===== src/egcd_pkg.sv =====
// ----------------------------------------------------------------------------
// egcd_pkg
// shared widths, command and status types for the extended gcd core
// ----------------------------------------------------------------------------
package egcd_pkg;

    localparam int DATA_WIDTH  = 32;
    localparam int MAG_W       = DATA_WIDTH - 1;
    localparam int CNT_W       = $clog2(MAG_W);
    localparam int IN_TDATA_W  = ((2 * DATA_WIDTH + 7) / 8) * 8;
    localparam int OUT_TDATA_W = ((MAG_W + 2 * DATA_WIDTH + 7) / 8) * 8;

    typedef struct packed {
        logic load;
        logic div_init;
        logic div_step;
        logic update;
        logic finish;
    } dp_cmd_t;

    typedef struct packed {
        logic r1_zero;
        logic out_busy;
    } dp_status_t;

    // magnitude of a two's complement operand, most negative value saturated
    function automatic logic [MAG_W-1:0] magnitude(input logic [DATA_WIDTH-1:0] v);
        logic [DATA_WIDTH-1:0] neg_v;
        logic [MAG_W-1:0]      res;
        neg_v = -v;
        if (!v[DATA_WIDTH-1]) begin
            res = v[MAG_W-1:0];
        end else if (v[MAG_W-1:0] == '0) begin
            res = '1;
        end else begin
            res = neg_v[MAG_W-1:0];
        end
        return res;
    endfunction

endpackage


===== src/egcd_ctrl.sv =====
// ----------------------------------------------------------------------------
// egcd_ctrl
// sequencer for the euclid rounds and the bit-serial division steps
// ----------------------------------------------------------------------------
module egcd_ctrl
    import egcd_pkg::*;
(
    input  logic       aclk,
    input  logic       aresetn,
    input  logic       s_tvalid,
    output logic       s_tready,
    input  dp_status_t status,
    output dp_cmd_t    cmd
);

    typedef enum logic [4:0] {
        ST_IDLE   = 5'b00001,
        ST_CHECK  = 5'b00010,
        ST_DIVIDE = 5'b00100,
        ST_UPDATE = 5'b01000,
        ST_FINISH = 5'b10000
    } state_t;

    state_t           state_reg, state_next;
    logic [CNT_W-1:0] cnt_reg, cnt_next;

    assign s_tready = (state_reg == ST_IDLE);

    always_comb begin
        state_next = state_reg;
        cnt_next   = cnt_reg;
        cmd        = '0;
        case (state_reg)
            ST_IDLE: begin
                if (s_tvalid) begin
                    cmd.load   = 1'b1;
                    state_next = ST_CHECK;
                end
            end
            ST_CHECK: begin
                cmd.div_init = 1'b1;
                cnt_next     = '0;
                state_next   = status.r1_zero ? ST_FINISH : ST_DIVIDE;
            end
            ST_DIVIDE: begin
                cmd.div_step = 1'b1;
                cnt_next     = cnt_reg + 1'b1;
                if (cnt_reg == CNT_W'(MAG_W - 1)) begin
                    state_next = ST_UPDATE;
                end
            end
            ST_UPDATE: begin
                cmd.update = 1'b1;
                state_next = ST_CHECK;
            end
            ST_FINISH: begin
                if (!status.out_busy) begin
                    cmd.finish = 1'b1;
                    state_next = ST_IDLE;
                end
            end
            default: begin
                state_next = ST_IDLE;
            end
        endcase
    end

    always_ff @(posedge aclk) begin
        if (!aresetn) begin
            state_reg <= ST_IDLE;
            cnt_reg   <= '0;
        end else begin
            state_reg <= state_next;
            cnt_reg   <= cnt_next;
        end
    end

endmodule


===== src/egcd_datapath.sv =====
// ----------------------------------------------------------------------------
// egcd_datapath
// remainder pair, restoring divider and coefficient accumulators
// ----------------------------------------------------------------------------
module egcd_datapath
    import egcd_pkg::*;
(
    input  logic                   aclk,
    input  logic                   aresetn,
    input  logic [IN_TDATA_W-1:0]  s_tdata,
    output logic                   m_tvalid,
    input  logic                   m_tready,
    output logic [OUT_TDATA_W-1:0] m_tdata,
    input  dp_cmd_t                cmd,
    output dp_status_t             status
);

    logic [DATA_WIDTH-1:0] in_a, in_b;
    logic [MAG_W-1:0]      r0_reg, r1_reg, rem_reg, dvd_reg;
    logic [DATA_WIDTH-1:0] s0_reg, s1_reg, t0_reg, t1_reg, acc_s_reg, acc_t_reg;
    logic                  neg_a_reg, neg_b_reg, zero_a_reg, zero_b_reg;
    logic [MAG_W-1:0]      gcd_reg;
    logic [DATA_WIDTH-1:0] x_reg, y_reg;
    logic                  out_valid_reg;

    logic [MAG_W:0]        rem_ext, diff;
    logic                  ge;
    logic [MAG_W-1:0]      rem_next;
    logic [DATA_WIDTH-1:0] acc_s_next, acc_t_next, x_next, y_next;

    assign in_a = s_tdata[DATA_WIDTH-1:0];
    assign in_b = s_tdata[2*DATA_WIDTH-1:DATA_WIDTH];

    // one quotient bit per cycle, msb first
    assign rem_ext    = {rem_reg, dvd_reg[MAG_W-1]};
    assign diff       = rem_ext - {1'b0, r1_reg};
    assign ge         = !diff[MAG_W];
    assign rem_next   = ge ? diff[MAG_W-1:0] : rem_ext[MAG_W-1:0];
    assign acc_s_next = {acc_s_reg[DATA_WIDTH-2:0], 1'b0} + (ge ? s1_reg : '0);
    assign acc_t_next = {acc_t_reg[DATA_WIDTH-2:0], 1'b0} + (ge ? t1_reg : '0);

    // fold operand signs into the coefficients
    assign x_next = zero_a_reg ? '0 : (neg_a_reg ? -s0_reg : s0_reg);
    assign y_next = zero_b_reg ? '0 : (neg_b_reg ? -t0_reg : t0_reg);

    assign status.r1_zero  = (r1_reg == '0);
    assign status.out_busy = out_valid_reg && !m_tready;

    assign m_tvalid = out_valid_reg;
    assign m_tdata  = OUT_TDATA_W'({y_reg, x_reg, gcd_reg});

    always_ff @(posedge aclk) begin
        if (cmd.load) begin
            r0_reg     <= magnitude(in_a);
            r1_reg     <= magnitude(in_b);
            s0_reg     <= DATA_WIDTH'(1);
            s1_reg     <= '0;
            t0_reg     <= '0;
            t1_reg     <= DATA_WIDTH'(1);
            neg_a_reg  <= in_a[DATA_WIDTH-1];
            neg_b_reg  <= in_b[DATA_WIDTH-1];
            zero_a_reg <= (in_a == '0);
            zero_b_reg <= (in_b == '0);
        end
        if (cmd.div_init) begin
            rem_reg   <= '0;
            dvd_reg   <= r0_reg;
            acc_s_reg <= '0;
            acc_t_reg <= '0;
        end
        if (cmd.div_step) begin
            rem_reg   <= rem_next;
            dvd_reg   <= {dvd_reg[MAG_W-2:0], 1'b0};
            acc_s_reg <= acc_s_next;
            acc_t_reg <= acc_t_next;
        end
        if (cmd.update) begin
            r0_reg <= r1_reg;
            r1_reg <= rem_reg;
            s0_reg <= s1_reg;
            s1_reg <= s0_reg - acc_s_reg;
            t0_reg <= t1_reg;
            t1_reg <= t0_reg - acc_t_reg;
        end
        if (cmd.finish) begin
            gcd_reg <= r0_reg;
            x_reg   <= x_next;
            y_reg   <= y_next;
        end
    end

    always_ff @(posedge aclk) begin
        if (!aresetn) begin
            out_valid_reg <= 1'b0;
        end else if (cmd.finish) begin
            out_valid_reg <= 1'b1;
        end else if (m_tready) begin
            out_valid_reg <= 1'b0;
        end
    end

    a_rem_below_divisor: assert property (@(posedge aclk) disable iff (!aresetn)
        cmd.div_step |=> rem_reg < r1_reg)
        else $error("partial remainder not below divisor");

    a_remainders_descend: assert property (@(posedge aclk) disable iff (!aresetn)
        cmd.update |=> r1_reg < r0_reg)
        else $error("remainder pair not descending after round");

    a_no_overwrite: assert property (@(posedge aclk) disable iff (!aresetn)
        cmd.finish |-> !(out_valid_reg && !m_tready))
        else $error("result overwritten before transaction");

    a_finish_valid: assert property (@(posedge aclk) disable iff (!aresetn)
        cmd.finish |=> out_valid_reg)
        else $error("result not presented after finish");

endmodule


===== src/extended_gcd_bezout_core.sv =====
// ----------------------------------------------------------------------------
// extended_gcd_bezout_core
// extended euclid core: gcd of two signed operands with bezout coefficients
// ----------------------------------------------------------------------------
// One operand pair in, one result out: gcd(|a|,|b|) with x, y such that
// x*a + y*b = gcd; a most negative operand is saturated by one. Operands are
// handled one at a time. Each euclid round runs a radix-2 restoring divider,
// producing one quotient bit per cycle, between a check and an update state;
// for 32-bit operands an item takes at most 45 rounds. The finish state also
// waits while a previous result still sits on the output unaccepted. The
// next pair is taken while a finished result still waits on the output.
module extended_gcd_bezout_core
    import egcd_pkg::*;
(
    input  logic                   aclk,
    input  logic                   aresetn,
    input  logic                   s_tvalid,
    output logic                   s_tready,
    input  logic [IN_TDATA_W-1:0]  s_tdata,   // first_value, second_value
    output logic                   m_tvalid,
    input  logic                   m_tready,
    output logic [OUT_TDATA_W-1:0] m_tdata    // divisor_result, coeff_first, coeff_second
);

    dp_cmd_t    cmd;
    dp_status_t status;

    egcd_ctrl u_ctrl (
        .aclk     (aclk),
        .aresetn  (aresetn),
        .s_tvalid (s_tvalid),
        .s_tready (s_tready),
        .status   (status),
        .cmd      (cmd)
    );

    egcd_datapath u_datapath (
        .aclk     (aclk),
        .aresetn  (aresetn),
        .s_tdata  (s_tdata),
        .m_tvalid (m_tvalid),
        .m_tready (m_tready),
        .m_tdata  (m_tdata),
        .cmd      (cmd),
        .status   (status)
    );

endmodule


===== config.mk =====
export PLATFORM = sky130hd
export DESIGN_NAME = extended_gcd_bezout_core
export DESIGN_NICKNAME = d
export VERILOG_FILES = /design/src/egcd_pkg.sv /design/src/egcd_ctrl.sv /design/src/egcd_datapath.sv /design/src/extended_gcd_bezout_core.sv
export SDC_FILE = /design/constraint.sdc
export NUM_CORES = 1
export LEC_CHECK = 0
export BUFFER_PORTS_ARGS = -buffer_cell sky130_fd_sc_hd__buf_2
export CAP_MARGIN = 15
export CORE_AREA = 2 2 225 227
export DETAILED_ROUTE_END_ITERATION = 10
export DIE_AREA = 0 0 227 229
export PLACE_DENSITY = 0.76
export SLEW_MARGIN = 20
export SYNTH_ARGS = -nofsm -noshare
export SYNTH_HDL_FRONTEND = slang
export SYNTH_HIERARCHICAL = 1
export SYNTH_SLANG_ARGS = --single-unit
export TNS_END_PERCENT = 100

===== constraint.sdc =====
create_clock -name aclk -period 13.3 [get_ports aclk]
set_input_delay 2.66 -clock aclk [delete_from_list [all_inputs] [get_ports aclk]]
set_output_delay 2.66 -clock aclk [all_outputs]
set_load 0.01 [all_outputs]

==> metrics.md, run 1 <==
| Metric | Value |
|---|---|
| Outcome | `complete, no violations` |
| Root Driver | `clkbuf_16` |
| Mux contribution to synthesized area | `1.37%` |
| Most used cell, CP | `a21o_1` |
| Postcts setup bufs | `0` |
| Yosys warns | `6` |
| Least-Margin Pin Slew | `1.12 ns` |
| Netlist cell types | `81` |
| Seq/Total Area, Yosys | `47.0%` |
| Max Slew Vio Count | `0` |
| Initial antenna violation count | `2` |
| Die Span X | `227 um` |
| Post_cts resized | `0` |
| Setup violators final | `0` |
| CTS buffer count | `46` |
| Largest family of logic cells by synthesized area | `simple AND/OR/NAND/NOR gates` |
| PD cells | `120 nW/um^2` |
| Reg2Reg Depth | `18` |
| RSZ-0062 raised after global routing | `false` |
| Initial DRC count | `1,891` |
| Hold buffer count at cts | `0` |
| Worst hold path class | `reg2reg` |
| Total number of vias | `21,200` |
| Slowest stage cell, crit path | `a2111oi_0` |
| Clock sinks | `426` |
| Final WL | `68,400 um` |
| Clk buf depth | `3` |
| Hold slack | `0.456 ns` |
| Non-Filler Instances | `3,488` |
| Post-synthesis register bit count | `426` |
| GR Overflow Total | `0` |
| Mapped cell area | `27,000 sq um` |
| DRC viols | `0` |
| Setup ws final | `6.98 ns` |
| Buf/Inv on CP | `1` |
| Max-Cap Viols | `0` |
| Via/cell ratio | `6.07` |
| Cells after Synth | `2,653` |
| P_leak | `0.0119 uW` |
| Peak VDD IR | `0.0834 mV` |
| Hold_sp | `u_datapath/r0_reg[22]$_DFFE_PP_` |
| Synth Area in Adders | `7.74%` |
| Max-slew headroom | `25.4%` |
| First-pass detailed-route iteration total | `7` |
| TritonCTS clock tree | `built` |
| Final HPWL DP | `48,900 um` |
| Fin nets | `3,012` |
| Core area | `49,700 sq um` |
| Post-synth top area share | `46.1%` |
| Reg2reg setup slack | `6.98 ns` |
| WL/cell | `19.6 um` |
| Peak Freq | `0.158 GHz` |
| Post-synth ARST share | `0%` |
| Worst hold stages | `0` |
| Crit-path cells | `ha_1 -> a21oi_1 -> o21ai_0 -> a2111oi_0 -> a211oi_1 -> a211oi_4 -> buf_4 -> and2_1 -> ha_1 -> a21o_1 -> a21o_1 -> a21o_1 -> o2bb2ai_1 -> o32ai_1 -> o21ai_0 -> a311oi_1 -> xnor2_1 -> and2_1` |
| Synth area leaders | `edfxtp_1 46%, ha_1 7.4%, and2_1 4.3%` |
| Crit Path Category | `reg2reg` |
| CP required | `13.63 ns` |
| Initial core utilization | `54.3%` |
| Final hold violation count | `0` |
| Worst reg2reg startpoint | `u_datapath/rem_reg[7]$_SDFFCE_PN0P_` |
| H-tree depth | `2` |
| CP endpoint kind | `flip-flop` |
| Final GP Congestion | `0.921` |
| Largest area contributor in the synthesized netlist | `edfxtp_1` |
| Die area | `52,000 sq um` |
| Largest net degree at the start of global routing | `138` |
| Setup_tns | `0 ns` |
| CP peak stage delay | `0.72 ns` |
| Leading cell type by number of instances after synthesis | `edfxtp_1` |
| DP Area | `28,400 sq um` |
| Crit start category | `flip-flop` |
| Critical path arrival | `6.65 ns` |
| Vias in the first global route | `20,100` |
| Synth Area in Simple Gates | `17.4%` |
| Syn_nets | `2,885` |
| First-pass GRT wire length | `108,000 um` |
| Compound-Gate Fraction of Synth Area | `16.4%` |
| WHS Endpoint | `u_datapath/gcd_reg[22]$_DFFE_PP_` |
| Fin area | `30,100 sq um` |
| Tmin final | `6.32 ns` |
| DRT antenna net count | `0` |
| Mapped Avg Cell Area | `10.2 sq um` |
| CTS clk-pin slew, worst paths | `0.06 ns` |
| Worst-path maximum fanout | `49` |
| Place WS | `7.04 ns` |
| Worst Skew | `0.0312 ns` |
| Die H | `229 um` |
| Syn-to-layout area delta | `11.4%` |
| Buffers on Ports | `164` |
| Clk_lat worst skew | `0.59 ns` |
| Placed cells | `3,402` |
| Tcrit/Tclk final | `47.5%` |
| Row count | `82` |
| Ys flop type | `edfxtp_1` |
| Share of post-route cells with drive strength above 1 | `10.3%` |
| Io pins | `166` |
| Post-synth EDFFs | `414` |
| R2r endpoint | `u_datapath/acc_s_reg[30]$_SDFFCE_PN0P_` |
| Total Routing Usage GR | `26.1%` |
| Top delay family on crit path | `compound AO/OA/AOI/OAI gates` |
| Most frequent cells after synthesis | `414 x edfxtp_1, 210 x nor2_1, 184 x and2_1` |
| Post-Synth XOR/XNOR Area | `6.56%` |
## worst register-to-register path, cell delays in order (launching register included)
cell and delay [ns]:
edfxtp_1 0.44, ha_1 0.37, a21oi_1 0.20, o21ai_0 0.15, a2111oi_0 0.72, a211oi_1 0.27
a211oi_4 0.65, buf_4 0.57, and2_1 0.23, ha_1 0.31, a21o_1 0.21, a21o_1 0.18
a21o_1 0.19, o2bb2ai_1 0.12, o32ai_1 0.54, o21ai_0 0.29, a311oi_1 0.39, xnor2_1 0.10
and2_1 0.16
## report_power, final
| group | switching [uW] | leakage, uW | internal, uW |
|---|---|---|---|
| registers | 56.3 | 0.00398 | 1550 |
| logic | 373 | 0.00717 | 242 |
| clock network | 540 | 0.000789 | 840 |
## cells by family after synthesis
kind of cell,count (synthesis)
mux,36
other cells,1
xor+xnor,202
fa+ha+maj,164
flops,426
buf+inv,249
simple gates,900
compound gates,675
## routing by layer
| metal | global-route usage [%] | vias up | part of all wire, % |
|---|---|---|---|
| met4 | 6.58 | 2 | 2.3 |
| met1 | 37.0 | 10300 | 45 |
| met2 | 40.9 | 767 | 45 |
| li1 | - | 10000 | - |
| met5 | 0 | - | 0.016 |
| met3 | 5.43 | 106 | 7.2 |
## cells in the final DEF (no fill, tap or decap), drive strengths merged, types with 28 or more instances in the layout
| cell | instances |
|---|---|
| nor2 | 210 |
| or3 | 34 |
| nand2 | 165 |
| o31ai | 33 |
| clkbuf | 54 |
| nand3 | 54 |
| a22o | 30 |
| nor3 | 45 |
| a2bb2oi | 29 |
| a21oi | 160 |
| edfxtp | 414 |
| and2 | 185 |
| buf | 183 |
| o21ai | 155 |
| nand2b | 38 |
| ha | 159 |
| xnor2 | 80 |
| nor2b | 48 |
| inv | 144 |
| mux2i | 28 |
| xor2 | 122 |
| a21o | 53 |
## through the flow
stage / utilization, % / total power, uW
floorplan: - / 2070
global placement: 57.2 / 2220
detailed placement: 57.2 / 2230
CTS: 60.5 / 3610
global route: 60.5 / 3750
finish: 60.5 / 3600
## area by class of cell
class / instances / area, sq um
antenna: 1 / 2.50
clock buffer: 54 / 1240
clock inverter: 29 / 365
fill: 4114 / 19600
inverter: 145 / 551
multi-input combinational: 1978 / 13400
sequential: 426 / 12700
tap: 672 / 841
timing repair buffer: 183 / 978
## worst max path at each step
stage / cells after the start / slack (ns) / to / start
6_report: 18 / 6.98 / u_datapath/acc_s_reg[30]$_SDFFCE_PN0P_ / u_datapath/rem_reg[7]$_SDFFCE_PN0P_
5_1_grt: 18 / 6.37 / u_datapath/acc_s_reg[30]$_SDFFCE_PN0P_ / u_datapath/rem_reg[7]$_SDFFCE_PN0P_
4_1_cts: 19 / 7.01 / u_datapath/acc_s_reg[31]$_SDFFCE_PN0P_ / u_datapath/rem_reg[7]$_SDFFCE_PN0P_
3_5_place_dp: 19 / 7.04 / u_datapath/acc_s_reg[31]$_SDFFCE_PN0P_ / u_datapath/rem_reg[7]$_SDFFCE_PN0P_
3_3_place_gp: 19 / 7.32 / u_datapath/acc_s_reg[30]$_SDFFCE_PN0P_ / u_datapath/r1_reg[8]$_DFFE_PP_
2_1_floorplan: 2 / 4.76 / u_datapath/gcd_reg[0]$_DFFE_PP_ / m_tready
Power figures use the tool's default switching activity.
==> inputs of run 2 (changes only) <==
--- a/config.mk
+++ b/config.mk
@@ -5,12 +5,13 @@
 export SDC_FILE = /design/constraint.sdc
 export NUM_CORES = 1
 export LEC_CHECK = 0
+export ABC_AREA = 1
 export BUFFER_PORTS_ARGS = -buffer_cell sky130_fd_sc_hd__buf_2
 export CAP_MARGIN = 15
-export CORE_AREA = 2 2 225 227
+export CORE_AREA = 2 2 233 235
 export DETAILED_ROUTE_END_ITERATION = 10
-export DIE_AREA = 0 0 227 229
-export PLACE_DENSITY = 0.76
+export DIE_AREA = 0 0 235 237
+export PLACE_DENSITY = 0.72
 export SLEW_MARGIN = 20
 export SYNTH_ARGS = -nofsm -noshare
 export SYNTH_HDL_FRONTEND = slang
==> constraint.sdc (replaced) <==
create_clock -name aclk -period 6.5 [get_ports aclk]
set_input_delay 1.3 -clock aclk [delete_from_list [all_inputs] [get_ports aclk]]
set_output_delay 1.3 -clock aclk [all_outputs]
set_load 0.01 [all_outputs]
==> run 2 against run 1 <==
Compared with the run above: sequential share of layout area fell by 2.6 points; largest cell class unchanged; via count increased by 20%; clock power up 110%.
==> metrics.md, run 2 <==
| Metric | Value |
|---|---|
| Outcome | `complete, no violations` |
| Total number of vias | `25,400 (+20%)` |
| Share of post-route cells with drive strength above 1 | `9.77% (-0.53 points)` |
| Peak VDD IR | `0.229 mV (+170%)` |
| Switching share of power | `35.1% (+8.2 points)` |
| Top sig layer | `met4` |
| RSZ-0062 raised after global routing | `false` |
| Combinational power share | `28.4% (+11 points)` |
| Multi-input gate area in the final layout | `13,700 sq um (+2.4%)` |
| Syn-to-layout area delta | `10.9%` |
| Final GP Congestion | `0.966 (+4.8%)` |
| Root Driver | `clkbuf_16` |
| Initial DRC count | `2,451 (+30%)` |
| Post_cts resized | `0 (unchanged)` |
| DRT antenna net count | `0 (unchanged)` |
| Routed wl met3 | `6370 um (+29%)` |
| Storage cell area | `12,700 sq um (unchanged)` |
| CTS buffer count | `48 (+4.3%)` |
| Vias in the first global route | `23,500 (+17%)` |
| Post-synthesis register bit count | `426 (unchanged)` |
| Clock Power Share | `31.8% (-6.5 points)` |
| Cells after Synth | `3,624 (+37%)` |
| Die H | `237 um (+3.5%)` |
| Wl on met1 | `35,700 um (+15%)` |
| Max Slew Vio Count | `0 (unchanged)` |
| Crit start category | `flip-flop` |
| TritonCTS clock tree | `built` |
| CP required | `6.85 ns (-6.78 ns)` |
| P_leak | `0.0142 uW (+19%)` |
| Critical path arrival | `5.28 ns (-1.37 ns)` |
| Filler Cells Inserted | `4,789 (+16%)` |
| Leading cell type by number of instances after synthesis | `nand2_1` |
| Post-synth EDFFs | `414 (unchanged)` |
| Initial core utilization | `54.2% (-0.14 points)` |
| Met2 wire len | `35,300 um (+14%)` |
| GR Overflow Total | `0 (unchanged)` |
| Fin nets | `4,011 (+33%)` |
| Yosys warns | `6 (unchanged)` |
| Clk_lat worst skew | `0.60 ns (about the same)` |
| Synth area leaders | `edfxtp_1 43%, nand2_1 8.2%, inv_1 7.2%` |
| Setup ws final | `1.56 ns (-5.41 ns)` |
| H-tree depth | `2 (unchanged)` |
| Die Span X | `235 um (+3.5%)` |
| Place WS | `1.64 ns (-5.40 ns)` |
| Buffers on Ports | `164 (unchanged)` |
| Clk buf depth | `3 (unchanged)` |
| Diode count | `0 (-1)` |
| Core Util, Final | `60.1% (-0.43 points)` |
| Mapped Avg Cell Area | `7.97 sq um (-22%)` |
| Max-Cap Viols | `0 (unchanged)` |
| Crit path launch | `u_datapath/r1_reg[6]$_DFFE_PP_` |
| Tot Pwr | `9080 uW (+150%)` |
| Crit Path Category | `reg2reg` |
| Clock sinks | `426 (unchanged)` |
| Tmin final | `4.94 ns (-1.39 ns)` |
| DRC viols | `0 (unchanged)` |
| Worst hold path class | `reg2reg` |
| Total Routing Usage GR | `27.9% (+1.8 points)` |
| Most frequent cells in the layout | `629 x nand2_1, 551 x inv_1, 487 x nor2_1` |
| Via/cell ratio | `5.62 (-7.4%)` |
| Core area | `53,300 sq um (+7.3%)` |
| Least-Margin Pin Slew | `1.09 ns (-0.0338 ns)` |
| Worst reg2reg startpoint | `u_datapath/r1_reg[6]$_DFFE_PP_` |
| Final hold violation count | `0 (unchanged)` |
| Peak Freq | `0.203 GHz (+28%)` |
| Post-synth top area share | `43.0% (-3.0 points)` |
| Final HPWL DP | `59,800 um (+22%)` |
| Setup violators final | `0 (unchanged)` |
| Post-synth ARST share | `0% (unchanged)` |
| Postcts setup bufs | `0 (unchanged)` |
| Netlist cell types | `64 (-21%)` |
| Largest area contributor in the synthesized netlist | `edfxtp_1` |
| First-pass detailed-route iteration total | `6 (-1)` |
| Tcrit/Tclk final | `75.9% (+28 points)` |
| Sw power | `3180 uW (+230%)` |
| WL/cell | `17.6 um (-10%)` |
| CP endpoint kind | `flip-flop` |
| Die area | `55,700 sq um (+7.1%)` |
| Row count | `85 (+3.7%)` |
| Io pins | `166 (unchanged)` |
| Seq pwr share | `39.8% (-4.8 points)` |
| Most frequent cells after synthesis | `630 x nand2_1, 552 x inv_1, 489 x nor2_1` |
| Hold buffer count at cts | `0 (unchanged)` |
| Ys flop type | `edfxtp_1` |
| Seq/Total Area, Yosys | `43.9% (-3.1 points)` |
| Fin area | `32,000 sq um (+6.5%)` |
| Max-slew headroom | `27.6% (+2.3 points)` |
| Syn_nets | `3,856 (+34%)` |
| Pint | `5890 uW (+120%)` |
| Commonest non-fill, non-tap cell in the layout | `nand2_1` |
| Largest net degree at the start of global routing | `155 (+12%)` |
| Hold_sp | `u_datapath/r0_reg[2]$_DFFE_PP_` |
| Worst Skew | `0.0158 ns (-0.0153 ns)` |
| Worst-path maximum fanout | `49 (unchanged)` |
| Final WL | `79,300 um (+16%)` |
| Initial antenna violation count | `0 (-2)` |
| Mapped cell area | `28,900 sq um (+7.0%)` |
| PD cells | `283 nW/um^2 (+140%)` |
| CTS clk-pin slew, worst paths | `0.06 ns (about the same)` |
| Setup_tns | `0 ns (unchanged)` |
| First-pass GRT wire length | `125,000 um (+15%)` |
| DP Area | `30,400 sq um (+6.9%)` |
-- run 2: changes by cell type in the layout (fill, tap and decap cells not counted), moves of 47 or more --
cell,delta
nand2_1,+464
inv_1,+408
nor2_1,+277
a21oi_1,+224
and2_1,-182
o21ai_0,+113
nand3_1,+103
xor2_1,-78
xnor2_1,-53
nor2b_1,-47
-- run 2: cell families after synthesis --
kind of cell,synth area share (%)
simple gates,22.0
compound gates,16.0
buf+inv,8.67
flops,43.9
fa+ha+maj,7.23
xor+xnor,2.15
other cells,0.0130
-- run 2: path summary, 6_finish.rpt --
kind / to / slack [ns] / cells after the start
max: u_datapath/acc_t_reg[31]$_SDFFCE_PN0P_ / 1.56 / 26
min: u_datapath/gcd_reg[2]$_DFFE_PP_ / 0.45 / 0
max reg2reg: u_datapath/acc_t_reg[31]$_SDFFCE_PN0P_ / 1.56 / 26
min reg2reg: u_datapath/gcd_reg[2]$_DFFE_PP_ / 0.45 / 0
-- run 2: power groups by stage --
| stage | clock [uW] | sequential [uW] | combinational (uW) |
|---|---|---|---|
| after floorplan | 0 | 3580 | 1910 |
| after global placement | 0 | 3650 | 2490 |
| after detailed placement | 0 | 3660 | 2510 |
| after CTS | 2940 | 3600 | 2530 |
| after global routing | 3040 | 3630 | 2890 |
| final | 2890 | 3610 | 2580 |
-- run 2: cell type report --
| cell class | count | share of cell area, % |
|---|---|---|
| repair buffers | 181 | 3.04 |
| multi-input cells | 2558 | 42.9 |
| flip-flops and latches | 426 | 39.6 |
| well taps | 696 | 2.72 |
| clock buffers | 56 | 3.97 |
| inverters | 564 | 6.61 |
| clock inverters | 34 | 1.21 |
-- run 2: routing by layer --
metal	track usage, %	vias up
li1	-	12600
met2	44.2	978
met5	0	-
met3	4.36	122
met1	39.9	11700
met4	7.46	0
-- run 2: stage by stage --
stage | std cells | hold WS (ns)
after floorplan | 3624 | 0.426
after global placement | 4425 | 0.433
after global routing | 4515 | 0.471
after CTS | 4515 | 0.453
final | 4515 | 0.453
after detailed placement | 4425 | 0.442
-- run 2: worst max-delay path: stages, from the launching register on --
cell      delay [ns]
edfxtp_1        0.39
inv_1           0.14
ha_1            0.29
nand2_1         0.15
inv_1           0.05
a21oi_1         0.16
nand2_2         0.11
nand2_2         0.09
nand2_4         0.07
nand2_2         0.08
nand2_2         0.07
nand2_2         0.08
nand2_4         0.31
inv_2           0.15
buf_4           0.26
buf_4           0.40
nor2_2          0.06
ha_1            0.35
nand2_1         0.14
nor2_1          0.30
nand2_1         0.08
o21ai_0         0.44
nand3_1         0.12
nand2_1         0.13
nand3_1         0.08
nand2_1         0.07
nor2_1          0.05
